$ cat config.mk
export PLATFORM = sky130hd
export DESIGN_NAME = sdf_match
export DESIGN_NICKNAME = d
export VERILOG_FILES = /design/src/hw/rtl/assert_macros.svh /design/src/hw/rtl/sdf_pkg.sv /design/src/hw/rtl/sdf_match.sv
export SDC_FILE = /design/constraint.sdc
export NUM_CORES = 1
export LEC_CHECK = 0
export BUFFER_PORTS_ARGS = -buffer_cell sky130_fd_sc_hd__buf_2
export CAP_MARGIN = 10
export CORE_MARGIN = 3
export CORE_UTILIZATION = 40
export CTS_BUF_LIST = sky130_fd_sc_hd__clkbuf_8
export DETAILED_ROUTE_END_ITERATION = 8
export HOLD_SLACK_MARGIN = 0.15
export PLACE_DENSITY = 0.83
export SETUP_SLACK_MARGIN = 0.5
export SLEW_MARGIN = 25
export SYNTH_ARGS = -nofsm -noshare
export SYNTH_HDL_FRONTEND = slang
export SYNTH_SLANG_ARGS = --single-unit
$ cat constraint.sdc
create_clock -name clock -period 4.8 [get_ports clock]
set_input_delay 0.48 -clock clock [delete_from_list [all_inputs] [get_ports clock]]
set_output_delay 0.48 -clock clock [all_outputs]
set_load 0.03 [all_outputs]
$ cat src/hw/rtl/assert_macros.svh
// Assertion macros shared by the duplicate filter RTL.
// Each macro expects signals named clock and reset in the using scope.
`ifndef ASSERT_MACROS_SVH
`define ASSERT_MACROS_SVH

// Property must hold at every clock edge outside reset
`define SDF_ASSERT(label, prop, msg) \
   label: assert property (@(posedge clock) disable iff (reset) (prop)) else $error(msg);

// Expression must never be true outside reset
`define SDF_ASSERT_NEVER(label, expr, msg) \
   label: assert property (@(posedge clock) disable iff (reset) !(expr)) else $error(msg);

`endif

$ cat src/hw/rtl/sdf_pkg.sv
// Types and constants for the sequence number duplicate filter.
// No dependencies; used by every module of the block.
package sdf_pkg;

   // Operation codes carried in the op field
   localparam logic OP_PACKET = 1'b0;
   localparam logic OP_CLEAR  = 1'b1;

   localparam int SEQNO_W = 16;
   localparam int STAMP_W = 32;
   localparam int COUNT_W = 32;
   localparam int ID_W    = 16;

   typedef struct packed {
      logic               op;
      logic [ID_W-1:0]    src_id;
      logic [SEQNO_W-1:0] seqno;
      logic [STAMP_W-1:0] now;
   } sdf_req_type;

   typedef struct packed {
      logic               is_duplicate;
      logic               rejected;
      logic [COUNT_W-1:0] rx_count;
   } sdf_rsp_type;

   // One history entry
   typedef struct packed {
      logic [SEQNO_W-1:0] seqno;
      logic [STAMP_W-1:0] stamp;
   } sdf_entry_type;

   // Write enables from the controller to the storage
   typedef struct packed {
      logic hist_we;
      logic cnt_we;
   } sdf_wr_type;

   typedef enum logic [2:0] {
      ST_CLEAR,
      ST_IDLE,
      ST_READ,
      ST_MATCH,
      ST_WRITE
   } sdf_state_type;

endpackage

$ cat src/hw/rtl/sdf_match.sv
// History search stage: finds the newest entry with the item's seqno and its age.
// Depends on sdf_pkg. Results are registered for the write-back stage.
module sdf_match #(
   parameter int  HISTORY = 4,
   localparam int HIST_IW = (HISTORY > 1) ? $clog2(HISTORY) : 1
) (
   input  logic                                 clock,
   input  sdf_pkg::sdf_entry_type [HISTORY-1:0] row,
   input  logic [sdf_pkg::SEQNO_W-1:0]          seqno,
   input  logic [sdf_pkg::STAMP_W-1:0]          now,
   output logic                                 hit_found,
   output logic [HIST_IW-1:0]                   hit_idx,
   output logic [sdf_pkg::STAMP_W-1:0]          age
);

   logic                          hit_found_in, hit_found_ff;
   logic [HIST_IW-1:0]            hit_idx_in, hit_idx_ff;
   logic [sdf_pkg::STAMP_W-1:0]   age_in, age_ff;

   // Priority search, newest entry wins (scan from oldest so newest overrides)
   always_comb begin
      hit_found_in = 1'b0;
      hit_idx_in   = '0;
      for (int k = HISTORY - 1; k >= 0; k--) begin
         if (row[k].seqno == seqno) begin
            hit_found_in = 1'b1;
            hit_idx_in   = HIST_IW'(k);
         end
      end
   end

   // Age of the matched entry, modulo 2^32
   assign age_in = now - row[hit_idx_in].stamp;

   always_ff @(posedge clock) begin
      hit_found_ff <= hit_found_in;
      hit_idx_ff   <= hit_idx_in;
      age_ff       <= age_in;
   end

   assign hit_found = hit_found_ff;
   assign hit_idx   = hit_idx_ff;
   assign age       = age_ff;

endmodule

# Yosys cells after proc, flatten, opt, wreduce, memory -nomap -nowiden
# Cells that the tools add are included.
[word_totals]
ff_bits = 35
out_inout_bits = 35
[op_classes]
addsub = 1
n_lt_le_gt_ge = 1
n_eq_ne = 4
muxes = 7
n_reduce_logical = 1
[ops]
columns = ["cell", "count"]
rows = [
  ["$bmux 48 s2", 1],
  ["$eq 16x16->1", 4],
  ["$mux 32", 1],
  ["$sub 32x32->32", 1],
  ["$mux 2", 4],
  ["$lt 2x3->1 const B", 1],
  ["$reduce_or 3->1", 1],
  ["$mux 1", 1],
]

# Logic depth before layout (Yosys ltp)
# Gate-level depths: netlist (run 1).
[logic_depth]
depth_word = 8
ltp_mapped = 20

# Worst setup path before layout (run 1)
# No wires, ideal clock.
[synth_path]
path_kind = "input to register"
from = "input port row[177] (netlist name)"
to = "register age_ff, in the netlist age[28]"
setup_time_ns = 0.062
arrival_time_ns = 4.439
required_ns = 4.738
path_slack_ns = 0.299
cell_stages = 19
path_buffers = 2
cell_sequence = "xor2_1 > nor4_1 > nand4_1 > a211oi_2 > buf_2 > buf_4 > mux2i_1 > a21oi_1 > ha_1 > inv_1 > fa_1 > a21o_1 > a221o_1 > a21oi_2 > o311ai_1 > a31oi_4 > o21ai_2 > or4b_1 > nand3_1"
[synth_between]
elab_chain_cells = 8
[synth_lines]
columns = ["element", "line", "source"]
rows = [
  ["from (decl)", "sdf_match.sv:8", "input sdf_pkg::sdf_entry_type [HISTORY-1:0] row,"],
  ["$eq 16x16->1", "sdf_match.sv:25", "if (row[k].seqno == seqno) begin"],
  ["$mux 2 (4 in a row)", "sdf_match.sv:25", ""],
  ["named net hit_idx_in[1]", "sdf_match.sv:17", "logic [HIST_IW-1:0] hit_idx_in, hit_idx_ff;"],
  ["$bmux 48 s2", "sdf_match.sv:33", "assign age_in = now - row[hit_idx_in].stamp;"],
  ["$mux 32 (not written as such)", "sdf_match.sv:33", ""],
  ["$sub 32x32->32", "sdf_match.sv:33", ""],
  ["named net age_in (one bit)", "sdf_match.sv:18", "logic [sdf_pkg::STAMP_W-1:0] age_in, age_ff;"],
  ["to (signal assigned)", "sdf_match.sv:38", "age_ff <= age_in;"],
  ["to (decl)", "sdf_match.sv:18", ""],
]
# The timed path passes the listed nets, and every way through them passes these cells. The select of a mux whose other input is x is not followed.
# A chain may end at the register's enable or synchronous reset.

# Worst setup path in the final report (run 1)
[layout_path]
from = "input port seqno[7] (netlist name)"
to = "register age_ff, in the netlist age[28]"
[layout_between]
elab_chain_cells = 8
word_cells_on_any_way = 11
cone_classes = "add/sub: 1; eq/ne: 4; mux: 6"
[layout_lines]
columns = ["element", "line", "source"]
rows = [
  ["from (decl)", "sdf_match.sv:9", "input logic [sdf_pkg::SEQNO_W-1:0] seqno,"],
  ["$eq 16x16->1", "sdf_match.sv:25", ""],
  ["$mux 2 (3 in a row)", "sdf_match.sv:25", ""],
  ["$mux 2 (*)", "sdf_match.sv:25", ""],
  ["$bmux 48 s2 (*)", "sdf_match.sv:33", ""],
  ["$mux 32 (not written as such) (*)", "sdf_match.sv:33", ""],
  ["$sub 32x32->32 (*)", "sdf_match.sv:33", ""],
  ["named net age_in (one bit)", "sdf_match.sv:18", ""],
]
# The timed path passes the listed nets; every way through them passes the cells marked *. The select of a mux whose other input is x is not followed.

==> impl_metrics.json, run 1 <==
{
  "startpoint_type": "primary input",
  "fill_cells": 832,
  "period_share_pct": 90.2,
  "cts_buffers": 5,
  "power_density_mw_per_mm2": 197,
  "setup_viol": 0,
  "fmax_mhz": 231,
  "drv_slew": 0,
  "synth_top_cells_by_area": "dfxtp_1 (17%), xor2_1 (12%), ha_1 (9.4%)",
  "netlist_area_sq_mm": 0.00414,
  "ys_types": 56,
  "vias": 5054,
  "start_util_pct": 41.8,
  "cts_hold_buf": 0,
  "nNetsFinal": 1114,
  "grt_overflow": 0,
  "min_from": "now[1]",
  "rsz0062_at_grt": "true",
  "place_hpwl_um": 12600,
  "tns_ns": 0,
  "ios": 276,
  "grt_first_pass_wirelength_um": 22600,
  "gp_congestion": 0.984,
  "syn_to_final_growth_pct": 61.4,
  "max_stage_delay_ns": 0.50,
  "synth-seq-area-share_pct": 16.9,
  "cp_data_required_time_ns": 5.03,
  "wl_per_cell_um": 16.0,
  "synth_top_cell_area_share_pct": 16.9,
  "h-tree-depth": 2,
  "hold_viol": 0,
  "syn-num-nets": 775,
  "synth_largest_area_cell": "dfxtp_1",
  "worstPathArrival_ns": 4.56,
  "die_area_sq_mm": 0.0116,
  "firstDrtPassIters": 5,
  "critical_path_buf_inv_count": 4,
  "grtUsageTotal_pct": 24.3,
  "drt_iter0_drc": 210,
  "cp_max_fo": 4,
  "drive_above_1_share_pct": 52.0,
  "synth_edf_count": 0,
  "clk_pin_slew_worst_paths_ns": 0.08,
  "wl_um": 15600,
  "cp-startpoint": "seqno[7]",
  "hold_path_depth": 2,
  "antenna_cells": 0,
  "period_needed_ns": 4.33,
  "cp_num_cells": 20,
  "cts_sinks": 35,
  "crit_slowest_cell": "or4b_1",
  "synth_area_per_cell_sq_um": 8.25,
  "grt_start_max_net_pins": 36,
  "grt_antenna_before_repair": 0,
  "die_w_um": 108,
  "whs_ns": 0.530,
  "die_h_um": 108,
  "cts_tree": "built",
  "vdd_ir_drop_max_mv": 0.113,
  "synth_cells": 502,
  "ys.flop_type": "dfxtp_1",
  "crit_path_end_kind": "flop",
  "portBuffers": 275,
  "p_leak_nw": 3.16,
  "maxCapViolCount": 0,
  "slew_headroom_pct": 72.7,
  "ys_seq_elements": 35,
  "yosysWarnings": 0,
  "fp.coreArea_sq_mm": 0.00991,
  "outcome": "complete, no violations",
  "path_delay_family": "compound AO/OA/AOI/OAI gates",
  "worst_slew_pin_slew_ns": 0.399,
  "cts_root_buf": "clkbuf_8",
  "yosysMostFrequentCell": "xor2_1",
  "hp-class": "primary input to flop",
  "grt_pass1_vias": 4828,
  "drt.antenna.violating_nets": 0,
  "cp_cell_sequence": "buf_2, xor2_1, nor4_2, nand4_1, a211oi_4, buf_4, buf_6, mux2i_1, a21oi_1, ha_2, inv_2, fa_2, a21o_1, a221o_1, a21oi_2, o311ai_4, a31oi_4, o21ai_2, or4b_1, nand3_1",
  "async_flop_share_pct": 0,
  "fin_area_sq_mm": 0.00668,
  "synth.top_cells.by_count": "xor2_1 (58), nand2_1 (46), dfxtp_1 (35), o21ai_1 (35), xnor2_1 (34)",
  "viasPerCell": 5.18,
  "final_util_pct": 67.4,
  "drc_errors": 0,
  "placed_area_sq_mm": 0.00596,
  "std_cell_rows": 36,
  "critical_path_class": "primary input to flop",
  "cts.path.max_buffers": 2
}
-- placed cells by master, fill, tap and decap left out, types with 6 or more instances in the layout --
| master | instances |
|---|---|
| buf_2 | 266 |
| buf_4 | 72 |
| xor2_1 | 53 |
| nand2_1 | 46 |
| dfxtp_1 | 35 |
| xnor2_1 | 34 |
| mux2i_1 | 32 |
| o21ai_1 | 31 |
| ha_1 | 27 |
| a21oi_1 | 23 |
| mux2_2 | 20 |
| a21o_1 | 17 |
| nor2_1 | 14 |
| nor4_2 | 11 |
| nand4_1 | 11 |
| inv_1 | 10 |
| a21oi_2 | 9 |
| buf_6 | 8 |
| mux2_1 | 7 |
| nand3_1 | 7 |
| nor2b_1 | 6 |
| nor3_1 | 6 |
-- where the power goes --
part | switching, mW | leakage, nW | internal [mW]
clock network | 0.121 | 0.0402 | 0.101
registers | 0.0164 | 0.294 | 0.351
logic | 0.404 | 2.82 | 0.321
-- repair_timing --
item / CTS / global route
setup buffers: 22 / 11
endpoints found under the hold margin: 0 / 0
endpoints found under the setup margin: 6 / 20
pin swaps: 27 / 35
gates resized for setup: 40 / 43
-- metal layers --
layer,vias to the layer above,part of all wire (%),track usage [%]
li1,2497,-,-
met1,2333,40,28.7
met2,195,52,45.1
met3,29,5.8,3.84
met4,0,2.5,6.31
met5,-,0,0
-- final timing paths --
path                      end  slack (ns)
worst max-delay path  age[28]        0.47
worst min-delay path   age[1]        0.53
-- flip-flops by register name, summed over array words and instances, names as in the netlist --
register	count
hit_idx	2
age	32
hit_found	1
-- logic make-up after synthesis --
group / share of synthesized area [%]
xor gates and xnor gates: 19.5
and+or+nand+nor: 15.5
DFF: 16.9
muxes: 15.9
AOI/OAI and AO/OA: 19.2
buffers and inverters: 3.17
adders and majority gates: 9.85
-- stage by stage --
step	power [mW]	worst slack (ns)	std cells
2_1_floorplan	0.758	0.519	502
3_3_place_gp	1.02	0.0591	934
3_5_place_dp	1.03	0.0114	934
4_1_cts	1.28	0.468	964
5_1_grt	1.39	0.298	975
6_report	1.31	0.473	975
-- layout make-up --
cell class,count,area [sq um],share of cell area [%]
clock buffer,5,68.8,1.03
clock inverter,3,20.0,0.300
inverter,11,41.3,0.618
multi-input combinational,436,3620,54.2
sequential,35,701,10.5
tap,133,166,2.49
timing repair buffer,352,2060,30.9
Power figures use the tool's default switching activity.
==> run 2, diff against run 1 <==
--- a/config.mk
+++ b/config.mk
@@ -5,10 +5,11 @@
 export SDC_FILE = /design/constraint.sdc
 export NUM_CORES = 1
 export LEC_CHECK = 0
+export ABC_AREA = 1
 export BUFFER_PORTS_ARGS = -buffer_cell sky130_fd_sc_hd__buf_2
 export CAP_MARGIN = 10
 export CORE_MARGIN = 3
-export CORE_UTILIZATION = 40
+export CORE_UTILIZATION = 41
 export CTS_BUF_LIST = sky130_fd_sc_hd__clkbuf_8
 export DETAILED_ROUTE_END_ITERATION = 8
 export HOLD_SLACK_MARGIN = 0.15
==> run 2 against run 1 <==
- maximum frequency is 9.3% higher
- wire length is 4.2% lower
- first-iteration DRC count is 26% higher
- count of clock-buffer cells in the layout stayed put
- synthesized area is 7.9% higher
- cell area is 11% lower
- sequential share of layout area is 1.3 points higher
- final cell count is 13% higher
- combinational power is 15% lower
- total power is 8.6% lower
==> impl_metrics.json, run 2 <==
{
  "outcome": "complete, no violations",
  "startpoint_type": "primary input",
  "p_leak_nw": 3.14,
  "wl_per_cell_um": 13.6,
  "critical_path_class": "primary input to flop",
  "layout_common_cells": "buf_2 (275), nand2_1 (131), nor2_1 (121)",
  "async_flop_share_pct": 0,
  "period_share_pct": 82.5,
  "vdd_ir_drop_max_mv": 0.147,
  "ios": 276,
  "tns_ns": 0,
  "std_cell_rows": 37,
  "drive_above_1_share_pct": 31.7,
  "hp-class": "primary input to flop",
  "cts_root_buf": "clkbuf_8",
  "worst_slew_pin_slew_ns": 0.450,
  "fill_cells": 1075,
  "place_hpwl_um": 12500,
  "final_common_cell": "buf_2",
  "cts_tree": "built",
  "drt_iter0_drc": 265,
  "power_density_mw_per_mm2": 203,
  "synth-seq-area-share_pct": 15.7,
  "clk_pin_slew_worst_paths_ns": 0.09,
  "synth_edf_count": 0,
  "dp_cells": 1091,
  "syn_to_final_growth_pct": 32.7,
  "wl_um": 15000,
  "grt_start_max_net_pins": 58,
  "start_util_pct": 42.7,
  "whs_ns": 0.512,
  "dpl_worst_slack_ns": 0.219,
  "synth.top_cells.by_count": "nand2_1 (131), nor2_1 (121), inv_1 (64)",
  "drc_errors": 0,
  "netlist_area_sq_mm": 0.00447,
  "ys_seq_elements": 35,
  "grt_first_pass_wirelength_um": 21900,
  "synth_area_per_cell_sq_um": 6.33,
  "yosysMostFrequentCell": "nand2_1",
  "rsz0062_at_grt": "true",
  "hold_viol": 0,
  "synth_top_cell_area_share_pct": 15.7,
  "worstPathArrival_ns": 4.14,
  "ys.flop_type": "dfxtp_1",
  "largest_reg_flops": 32,
  "firstDrtPassIters": 5,
  "grtUsageTotal_pct": 22.5,
  "cts.path.max_buffers": 2,
  "nNetsFinal": 1235,
  "cts_sinks": 35,
  "syn-num-nets": 979,
  "fp.coreArea_sq_mm": 0.0105,
  "crit_path_end_kind": "flop",
  "gp_congestion": 0.920,
  "instances_no_fill": 1099,
  "viasPerCell": 5.03,
  "yosysWarnings": 0,
  "portBuffers": 275,
  "die_h_um": 110,
  "slew_headroom_pct": 69.7,
  "period_needed_ns": 3.96,
  "vias": 5530,
  "setup_viol": 0,
  "drt.antenna.violating_nets": 0,
  "finalPower_mw": 1.20,
  "fmax_mhz": 253,
  "h-tree-depth": 2,
  "cts_buffers": 5,
  "grt_pass1_vias": 4974,
  "post_cts_buffers": 0,
  "synth_largest_area_cell": "dfxtp_1",
  "synth_top_cells_by_area": "dfxtp_1 (16%), nand2_1 (11%), nor2_1 (10%)",
  "setup_ws_ns": 0.842,
  "grt_antenna_before_repair": 1,
  "die_area_sq_mm": 0.0122,
  "die_w_um": 110,
  "synth_cells": 706,
  "drv_slew": 0,
  "ys_types": 37,
  "cp_data_required_time_ns": 4.98,
  "maxCapViolCount": 0,
  "cp_max_fo": 54,
  "antenna_cells": 0,
  "grt_overflow": 0
}
[run 2: worst max-delay path, stage by stage]
cell      delay [ns]
buf_2           0.14
xnor2_1         0.15
nand2_1         0.08
nor2_1          0.14
nand2_1         0.10
nor2_4          0.13
nand2_2         0.07
nand2_4         0.08
nand2_4         0.10
inv_4           0.11
clkbuf_8        0.31
o21ai_0         0.12
o22a_1          0.22
ha_1            0.33
a21oi_1         0.14
nand2_1         0.12
a21boi_1        0.23
o21ai_0         0.22
a21oi_2         0.32
inv_1           0.07
nand2_1         0.06
nand2_1         0.08
nand2_1         0.08
nand2_1         0.06
xor2_1          0.14
[run 2: cell families after synthesis]
family                     Yosys count  share of synthesized area [%]
AOI/OAI and AO/OA                  165                           22.2
xor gates and xnor gates            72                           14.1
DFF                                 35                           15.7
adders and majority gates           32                           9.13
and+or+nand+nor                    301                           28.0
buffers and inverters              101                           11.0
[run 2: final cells by class]
type	count	area, sq um	area share, %
Sequential cell	35	701	11.8
Multi-Input combinational cell	570	3280	55.4
Timing Repair Buffer	279	1420	23.9
Inverter	71	269	4.54
Clock buffer	5	68.8	1.16
Clock inverter	3	16.3	0.274
Tap cell	136	170	2.87
[run 2: metrics by stage]
| step | util, % | instance area, sq um |
|---|---|---|
| global placement | 55.7 | 5820 |
| detailed placement | 55.7 | 5820 |
| floorplan | - | 4470 |
| CTS | 56.5 | 5910 |
| global route | 56.6 | 5930 |
| finish | 56.6 | 5930 |
[run 2: repair_timing]
item                       CTS  global route
resized for setup            0             7
setup endpoints to repair    0            11
hold buffers                 0             0
[run 2: power by group]
part	switching (mW)	total (mW)	internal (mW)	leakage (nW)
combinational	0.372	0.615	0.243	2.80
clock	0.119	0.218	0.0996	0.0453
sequential	0.0158	0.367	0.351	0.294
[run 2: routing by layer]
metal,part of all wire [%],GRT usage (%),wire length [um]
met5,0.047,0,7
met4,1.8,5.98,266
met3,8.7,3.73,1300
met2,51,43.8,7650
met1,38,24.9,5740
[run 2: final timing paths]
check  startpoint  cells after the start       to  slack (ns)
max     seqno[15]                     25  age[25]        0.84
min        now[0]                      4   age[0]        0.51
